### src/rtl/assert_macros.svh
// Assertion macros shared by the pairing search RTL.
// Depends on nothing; included by files that carry assertions.
`ifndef ASSERT_MACROS_SVH
`define ASSERT_MACROS_SVH
// Check an implication at each clock edge outside reset.
`define CHECK_IMPL(label, clk, rstn, ante, cons) \
    label: assert property (@(posedge clk) disable iff (!rstn) (ante) |-> (cons)) \
        else $error("check failed: label");
// Check an implication in the next cycle.
`define CHECK_NEXT(label, clk, rstn, ante, cons) \
    label: assert property (@(posedge clk) disable iff (!rstn) (ante) |=> (cons)) \
        else $error("check failed: label");
`endif

### src/rtl/bpbb_pkg.sv
// Package for the best pairing search: state codes, commands, widths.
// Depends on nothing.
`default_nettype none
package bpbb_pkg;
    localparam logic [1:0] CMD_LOAD_FIRST  = 2'd0;
    localparam logic [1:0] CMD_LOAD_SECOND = 2'd1;
    localparam logic [1:0] CMD_SEARCH      = 2'd2;
    localparam logic [1:0] CMD_RESERVED    = 2'd3;
    localparam int MAX_PAIRS = 8;
    localparam int SUM_W = 20;
    localparam int TOTAL_W = 19;

    typedef enum logic [3:0] {
        ST_IDLE, ST_BINIT, ST_BRD, ST_BMUL, ST_BACC, ST_BCHK,
        ST_TRY, ST_GRD, ST_GMUL, ST_GO, ST_LEAF, ST_EMIT
    } state_t;
endpackage
`default_nettype wire

### src/rtl/bpbb_mul.sv
// Shared registered 8x8 multiplier for the search datapath.
// Depends on nothing.
`default_nettype none
module bpbb_mul (
    input  wire logic        aclk,
    input  wire logic [7:0]  a,
    input  wire logic [7:0]  b,
    output logic      [15:0] p_reg
);
    // register one product per cycle
    always_ff @(posedge aclk) begin
        p_reg <= 16'(a) * 16'(b);
    end
endmodule
`default_nettype wire

### src/rtl/best_pairing_branch_and_bound_top.sv
// Top level of the best pairing branch-and-bound search.
// Depends on bpbb_pkg, bpbb_mul and assert_macros.svh.
//
// Load words (command 0 or 1 on tuser) are taken one per cycle. A search word
// runs a depth-first walk under a small sequencer that shares one registered
// 8x8 multiplier for both the pruning bound and the branch gains. The bound at
// a node takes a setup state, read, multiply and accumulate states for each
// remaining row and column pair, and a compare; a free column takes try, read,
// multiply and commit states; skipping a taken column or backing up from an
// exhausted level is one try step, and each leaf or pruned node one leaf step,
// so search time follows the pruned tree. The input is not ready during the
// walk or while the n result words (one per column) are driven from held state.
`default_nettype none
`include "assert_macros.svh"
module best_pairing_branch_and_bound_top (
    input  wire logic        aclk,
    input  wire logic        aresetn,
    input  wire logic        cfg_we,
    input  wire logic [3:0]  cfg_wdata,
    input  wire logic        s_tvalid,
    output logic             s_tready,
    // tuser: command[1:0]
    input  wire logic [1:0]  s_tuser,
    // tdata: row[2:0], col[5:3], score[13:6], zeros
    input  wire logic [15:0] s_tdata,
    output logic             m_tvalid,
    input  wire logic        m_tready,
    // tdata: best_total[18:0], slot_index[21:19], partner_index[24:22], zeros
    output logic [31:0]      m_tdata,
    // tuser: partner_valid
    output logic             m_tuser,
    output logic             m_tlast
);
    localparam int NP = bpbb_pkg::MAX_PAIRS;
    localparam int IW = (NP > 1) ? $clog2(NP) : 1;
    localparam int LW = $clog2(NP + 1);
    localparam int SW = bpbb_pkg::SUM_W;

    logic [7:0] first_mem [NP*NP];
    logic [7:0] second_mem [NP*NP];

    wire logic [1:0] in_cmd = s_tuser;
    wire logic [2:0] in_row = s_tdata[2:0];
    wire logic [2:0] in_col = s_tdata[5:3];
    wire logic [7:0] in_score = s_tdata[13:6];

    bpbb_pkg::state_t state_reg, state_next;
    logic [3:0]   pairs_reg;
    logic [LW-1:0] n_reg, lvl_reg;
    logic [NP-1:0] taken_reg;
    logic [IW-1:0] owner_reg [NP];
    logic [IW-1:0] best_own_reg [NP];
    logic          best_vld_reg;
    logic [SW-1:0] lsum_reg [NP+1];
    logic [LW-1:0] choice_reg [NP];
    logic [SW-1:0] best_reg, bnd_reg;
    logic [15:0]  top_reg;
    logic [LW-1:0] br_reg, bc_reg;
    logic [7:0]   fa_reg, sb_reg;
    logic [15:0]  prod;
    logic [LW-1:0] emit_reg;

    bpbb_mul u_mul (.aclk(aclk), .a(fa_reg), .b(sb_reg), .p_reg(prod));

    wire logic acc_in = s_tvalid && s_tready;
    assign s_tready = (state_reg == bpbb_pkg::ST_IDLE);

    // saturate the configured size
    wire logic [LW-1:0] n_sat = (32'(pairs_reg) > NP) ? LW'(NP) : LW'(pairs_reg);

    // load the matrices
    always_ff @(posedge aclk) begin
        if (acc_in) begin
            if (in_cmd == bpbb_pkg::CMD_LOAD_FIRST)
                first_mem[{in_row, in_col}] <= in_score;
            if (in_cmd == bpbb_pkg::CMD_LOAD_SECOND)
                second_mem[{in_row, in_col}] <= in_score;
        end
    end

    // multiplier operands: first row br_reg, column bc_reg; second transposed
    always_ff @(posedge aclk) begin
        fa_reg <= first_mem[{br_reg[IW-1:0], bc_reg[IW-1:0]}];
        sb_reg <= second_mem[{bc_reg[IW-1:0], br_reg[IW-1:0]}];
    end

    wire logic [SW-1:0] cur_sum = lsum_reg[lvl_reg];
    wire logic last_col = (bc_reg + 1'b1 == n_reg);
    wire logic [LW-1:0] choice_cur = choice_reg[lvl_reg[IW-1:0]];
    wire logic col_better = !taken_reg[bc_reg[IW-1:0]] && prod > top_reg;
    wire logic [15:0] col_top = col_better ? prod : top_reg;

    always_comb begin
        state_next = state_reg;
        case (state_reg)
            bpbb_pkg::ST_IDLE:
                if (acc_in && in_cmd == bpbb_pkg::CMD_SEARCH)
                    state_next = (n_sat == '0) ? bpbb_pkg::ST_IDLE : bpbb_pkg::ST_BINIT;
            bpbb_pkg::ST_BINIT: state_next = bpbb_pkg::ST_BRD;
            bpbb_pkg::ST_BRD:   state_next = bpbb_pkg::ST_BMUL;
            bpbb_pkg::ST_BMUL:  state_next = bpbb_pkg::ST_BACC;
            bpbb_pkg::ST_BACC:
                if (last_col && br_reg + 1'b1 == n_reg) state_next = bpbb_pkg::ST_BCHK;
                else state_next = bpbb_pkg::ST_BRD;
            bpbb_pkg::ST_BCHK:
                if (cur_sum + bnd_reg <= best_reg) state_next = bpbb_pkg::ST_LEAF;
                else state_next = bpbb_pkg::ST_TRY;
            bpbb_pkg::ST_TRY:
                if (choice_cur >= n_reg) begin
                    if (lvl_reg == '0) state_next = bpbb_pkg::ST_EMIT;
                end else if (!taken_reg[choice_cur[IW-1:0]]) begin
                    state_next = bpbb_pkg::ST_GRD;
                end
            bpbb_pkg::ST_GRD:   state_next = bpbb_pkg::ST_GMUL;
            bpbb_pkg::ST_GMUL:  state_next = bpbb_pkg::ST_GO;
            bpbb_pkg::ST_GO:
                state_next = (lvl_reg + 1'b1 == n_reg) ? bpbb_pkg::ST_LEAF
                                                        : bpbb_pkg::ST_BINIT;
            bpbb_pkg::ST_LEAF:
                state_next = (lvl_reg == '0) ? bpbb_pkg::ST_EMIT : bpbb_pkg::ST_TRY;
            bpbb_pkg::ST_EMIT:
                if (m_tready && emit_reg + 1'b1 == n_reg) state_next = bpbb_pkg::ST_IDLE;
            default: state_next = bpbb_pkg::ST_IDLE;
        endcase
    end

    // walk sequencer datapath
    always_ff @(posedge aclk) begin
        if (!aresetn) begin
            state_reg <= bpbb_pkg::ST_IDLE;
            pairs_reg <= 4'd8;
            taken_reg <= '0;
            emit_reg <= '0;
            best_vld_reg <= 1'b0;
        end else begin
            state_reg <= state_next;
            if (cfg_we) pairs_reg <= cfg_wdata;
            case (state_reg)
                bpbb_pkg::ST_IDLE: if (acc_in && in_cmd == bpbb_pkg::CMD_SEARCH) begin
                    n_reg <= n_sat;
                    lvl_reg <= '0;
                    taken_reg <= '0;
                    best_reg <= '0;
                    best_vld_reg <= 1'b0;
                    emit_reg <= '0;
                    lsum_reg[0] <= '0;
                    for (int i = 0; i < NP; i++) begin
                        owner_reg[i] <= '0;
                        best_own_reg[i] <= '0;
                    end
                end
                bpbb_pkg::ST_BINIT: begin
                    bnd_reg <= '0;
                    top_reg <= '0;
                    br_reg <= lvl_reg;
                    bc_reg <= '0;
                end
                bpbb_pkg::ST_BMUL: ;
                bpbb_pkg::ST_BACC: begin
                    if (last_col) begin
                        bnd_reg <= bnd_reg + SW'(col_top);
                        top_reg <= '0;
                        bc_reg <= '0;
                        br_reg <= br_reg + 1'b1;
                    end else begin
                        if (col_better) top_reg <= prod;
                        bc_reg <= bc_reg + 1'b1;
                    end
                end
                bpbb_pkg::ST_BCHK: begin
                    choice_reg[lvl_reg[IW-1:0]] <= '0;
                end
                bpbb_pkg::ST_TRY: begin
                    // find next free column at this level, or back up
                    if (choice_cur >= n_reg) begin
                        if (lvl_reg != '0) begin
                            lvl_reg <= lvl_reg - 1'b1;
                            taken_reg[choice_reg[IW'(lvl_reg - 1'b1)][IW-1:0]] <= 1'b0;
                            owner_reg[choice_reg[IW'(lvl_reg - 1'b1)][IW-1:0]] <= '0;
                            choice_reg[IW'(lvl_reg - 1'b1)] <= choice_reg[IW'(lvl_reg - 1'b1)] + 1'b1;
                        end
                    end else if (taken_reg[choice_cur[IW-1:0]]) begin
                        choice_reg[lvl_reg[IW-1:0]] <= choice_cur + 1'b1;
                    end else begin
                        br_reg <= lvl_reg;
                        bc_reg <= choice_cur;
                    end
                end
                bpbb_pkg::ST_GO: begin
                    taken_reg[bc_reg[IW-1:0]] <= 1'b1;
                    owner_reg[bc_reg[IW-1:0]] <= lvl_reg[IW-1:0];
                    lsum_reg[lvl_reg + 1'b1] <= cur_sum + SW'(prod);
                    lvl_reg <= lvl_reg + 1'b1;
                end
                bpbb_pkg::ST_LEAF: begin
                    if (lvl_reg == n_reg && cur_sum > best_reg) begin
                        best_reg <= cur_sum;
                        best_vld_reg <= 1'b1;
                        for (int i = 0; i < NP; i++) best_own_reg[i] <= owner_reg[i];
                    end
                    // return to parent and advance its choice
                    if (lvl_reg != '0) begin
                        lvl_reg <= lvl_reg - 1'b1;
                        taken_reg[choice_reg[IW'(lvl_reg - 1'b1)][IW-1:0]] <= 1'b0;
                        owner_reg[choice_reg[IW'(lvl_reg - 1'b1)][IW-1:0]] <= '0;
                        choice_reg[IW'(lvl_reg - 1'b1)] <= choice_reg[IW'(lvl_reg - 1'b1)] + 1'b1;
                    end
                end
                bpbb_pkg::ST_EMIT: if (m_tready) emit_reg <= emit_reg + 1'b1;
                default: ;
            endcase
        end
    end

    // drive the result word straight from held state
    assign m_tvalid = (state_reg == bpbb_pkg::ST_EMIT);
    assign m_tlast  = (emit_reg + 1'b1 == n_reg);
    assign m_tuser  = best_vld_reg;
    assign m_tdata  = {7'd0,
                       best_vld_reg ? 3'(best_own_reg[emit_reg[IW-1:0]]) : 3'd0,
                       3'(emit_reg), best_reg[bpbb_pkg::TOTAL_W-1:0]};

    `CHECK_IMPL(a_busy_not_ready, aclk, aresetn, state_reg != bpbb_pkg::ST_IDLE, !s_tready)
    `CHECK_IMPL(a_lvl_range, aclk, aresetn, state_reg != bpbb_pkg::ST_IDLE, lvl_reg <= n_reg)
    `CHECK_NEXT(a_emit_end, aclk, aresetn, m_tvalid && m_tready && m_tlast, state_reg == bpbb_pkg::ST_IDLE)
endmodule
`default_nettype wire
### config.mk
export PLATFORM = sky130hd
export DESIGN_NAME = best_pairing_branch_and_bound_top
export DESIGN_NICKNAME = d
export VERILOG_FILES = /design/src/rtl/bpbb_pkg.sv /design/src/rtl/bpbb_mul.sv /design/src/rtl/best_pairing_branch_and_bound_top.sv
export VERILOG_INCLUDE_DIRS = /design/src /design/src/rtl
export SDC_FILE = /design/constraint.sdc
export NUM_CORES = 2
export LEC_CHECK = 0
export BUFFER_PORTS_ARGS = -buffer_cell sky130_fd_sc_hd__buf_4
export CAP_MARGIN = 20
export CORE_MARGIN = 2
export CORE_UTILIZATION = 45
export CTS_CLUSTER_DIAMETER = 150
export CTS_CLUSTER_SIZE = 8
export DETAILED_ROUTE_END_ITERATION = 8
export GPL_TIMING_DRIVEN = 0
export MAX_ROUTING_LAYER = met4
export SLEW_MARGIN = 30
export SYNTH_ARGS = -nofsm -noshare
export SYNTH_HDL_FRONTEND = slang
export SYNTH_SLANG_ARGS = --single-unit
### constraint.sdc
create_clock -name aclk -period 7.48 [get_ports aclk]
set_input_delay 1.496 -clock aclk [delete_from_list [all_inputs] [get_ports aclk]]
set_output_delay 1.496 -clock aclk [all_outputs]
set_load 0.01 [all_outputs]
==> results.toml <==
[outcome]
status = "completed"

[place]
dp.final_hpwl_mm = 119.7
placed_area_sq_mm = 0.06488
placedCellCount = 5799
routabilityCongestion = 0.9149
io_buffer_count = 49

[critical_path]
cp-start-kind = "flop"
cp.required_ns = 8.15
r2r_end = "state_reg[2]"
r2r_slack_ns = 0.52
rr_worst_depth = 24
crit_fanout = 10
end_kind = "flop"
worstSetupPathType = "reg2reg"
cp.arrival_ns = 7.63

[yosys]
ys_seq_area_share_pct = 67.83
synth_area_sq_mm = 0.06181
synth-simple-area-share_pct = 6.446
ys.flop_type = "edfxtp_1"
synth_top_family_by_area = "multiplexers"
synth_edf_count = 1356
ys_ff_latch = 1416
synth_compound_area_share_pct = 6.760
muxShareOfSynthArea_pct = 10.99
yosysTopAreaCell = "edfxtp_1"
synthXorXnorAreaFrac_pct = 1.247
async_flop_share_pct = 0
synth_adder_area_share_pct = 4.381
ys_warn_count = 0
yosys.area.top_type_share_pct = 65.88
synth_area_leaders = "edfxtp_1, mux4_2, ha_1, dfxtp_1, nor2_1"
postSynthAreaPerCell_sq_um = 15.68
yosysUniqueCellTypes = 73
syn-instance-count = 3942

[timing]
slew_headroom_pct = 23.16
fin_hold_ws_ns = 0.5037
drv_slew = 0
rsz0062_at_grt = "false"
period_needed_ns = 6.962
fin_crit_sh_pct = 93.07
worst_slew_pin_slew_ns = 1.153
hold_viol = 0
fmax_mhz = 143.6
clock-skew-final_ns = 0.07055
setup_violations = 0

[global_routing]
grt_pass1_wl_mm = 260.4
grt_max_degree = 129
grt_antenna_before_repair = 13
gr-total-overflow = 0
grt_pass1_vias = 36130
track_usage_pct = 26.70

[min_path]
hp-class = "reg2reg"
min_from = "taken_reg[6]"
hold_depth = 2
whs_endpoint = "taken_reg[6]"

[power_and_ir_drop]
p_switching_mw = 8.198
intPower_mw = 16.67
comb_power_share_pct = 30.7
power_frac_seq_pct = 37.1
switching_share_pct = 32.96
vdd_drop_max_mv = 0.3873
p_leak_nw = 23.49
power_density_mw_per_mm2 = 353.1
clock_power_share_pct = 32.2

[layout]
drive_gt1_share_pct = 16.85
post-route-util_pct = 51.80
finalNetCount = 4437
layoutNonFillerInstCount = 6071
syn_to_final_growth_pct = 13.96
finalInstanceArea_sq_mm = 0.07043

[die]
die_h_um = 374.6
std_cell_rows = 135
core_sq_mm = 0.1360
die_w_um = 374.6
start_util_pct = 45.45
ios = 63
dieArea_sq_mm = 0.1403

[routing]
vias_per_cell = 6.117
wl_mm = 183.0
dr.pass1.iters = 8
drcViolationCount = 0
dr.first_iter.drc_count = 4964
ant_nets = 0
vias = 37140
wl_per_cell_um = 30.14

[cts]
numCtsBuffers = 194
clock-sinks = 1416
cts_resized = 0
postCtsSetupBuffers = 0
hold_buffers = 0
h-tree-depth = 4
path_clk_slew_ns = 0.05
cts_buffer_depth = 3
cts-root-buf = "clkbuf_16"
cts_tree = "built"
clock_latency_ns = 0.82

[run]
max_cap_violations = 0
## layout make-up
type                    count  area [sq um]
diodes                     11         27.53
clock buffers             244          5064
flip-flops and latches   1416         41920
fillers                 11100         65540
plain buffers             223          1050
well taps                1781          2228
inverters                 124         465.4
multi-input cells        2185         18610
repair buffers             73         720.7
clock inverters            14         344.1
## metal layers
metal / share of wire, % / vias to the layer above / GRT usage [%]
met5: 0 / - / -
met4: 3.7 / 0 / 9.464
met3: 9.1 / 389 / 5.554
met2: 47 / 2086 / 41.36
met1: 40 / 18850 / 35.10
li1: - / 15810 / -
## cells in the mapped netlist, types with 60 or more instances
cell type,count
a22oi_1,82
nand2_1,228
o21ai_0,139
nor2_1,317
mux2_2,63
clkbuf_1,128
mux4_2,226
inv_1,123
a21oi_1,168
ha_1,154
dfxtp_1,60
and2_1,73
nand3_1,81
mux2i_1,99
edfxtp_1,1356
## per-stage QoR
| step | setup slack [ns] | total power, mW | setup TNS (ns) |
|---|---|---|---|
| after floorplan | 1.563 | 14.51 | 0 |
| after global placement | -0.7087 | 16.84 | -33.16 |
| after detailed placement | 0.1252 | 16.92 | 0 |
| after CTS | 0.05354 | 24.89 | 0 |
| after global routing | 0.02801 | 26.11 | 0 |
| final | 0.5180 | 24.87 | 0 |
## power groups by stage
stage	logic (mW)	registers, mW	clock network (mW)
finish	7.64	9.23	8.01
floorplan	5.29	9.22	0
global route	8.48	9.23	8.40
detailed placement	7.55	9.37	0
global placement	7.46	9.37	0
CTS	7.59	9.22	8.08
## placed cells by master (no fill, tap or decap), types with 22 or more instances in the layout
cell type / synthesis / routed
clkbuf_16: 0 / 195
mux2i_1: 99 / 99
xnor2_1: 53 / 53
dfxtp_1: 60 / 60
and2_1: 73 / 73
buf_4: 29 / 79
a221oi_1: 27 / 27
clkbuf_2: 0 / 36
nand2_1: 228 / 228
a21oi_1: 168 / 166
mux4_2: 226 / 226
nor2b_1: 45 / 45
inv_1: 123 / 123
fa_1: 39 / 39
mux2_2: 63 / 63
nand3_1: 81 / 81
xor2_1: 35 / 35
a22o_1: 22 / 22
ha_1: 154 / 154
buf_2: 32 / 46
nor2_1: 317 / 297
edfxtp_1: 1356 / 1356
o21ai_0: 139 / 131
a21o_1: 35 / 35
clkbuf_1: 128 / 143
a22oi_1: 82 / 82
## cell families after synthesis
kind of cell,after synthesis
DFF,1416
and+or+nand+nor,868
AOI/OAI and AO/OA,641
muxes,388
buffers and inverters,347
adders and majority gates,193
xor gates and xnor gates,88
other,1
## worst max path at each step
stage | slack, ns | to | startpoint | cells past startpoint
4_1_cts | 0.05 | state_reg[2] | flop | 26
2_1_floorplan | 1.56 | lsum_reg[8][0] | lvl_reg[0] | 8
3_3_place_gp | -0.71 | best_own_reg[0][0] | flop | 13
6_report | 0.52 | state_reg[2] | flop | 24
3_5_place_dp | 0.13 | state_reg[2] | flop | 26
5_1_grt | 0.03 | state_reg[2] | flop | 26
## critical path, cell delays in order (launching register included)
cell and delay [ns]:
dfxtp_1 0.41, buf_2 0.34, buf_1 0.56, buf_1 0.70
mux4_2 0.34, mux2i_1 0.12, o21ai_0 0.78, ha_1 0.44
nor3_1 0.20, o21bai_1 0.13, a21o_1 0.21, nand2_1 0.06
o21ai_0 0.18, a211oi_1 0.36, a21oi_1 0.14, xnor2_1 0.17
ha_1 0.32, nand4_1 0.13, nor2_1 0.17, nand3_1 0.13
inv_1 0.07, o31ai_1 0.06, a21oi_1 0.40, a221oi_1 0.16
a211oi_1 0.25
(Power assumes the default switching activity.)
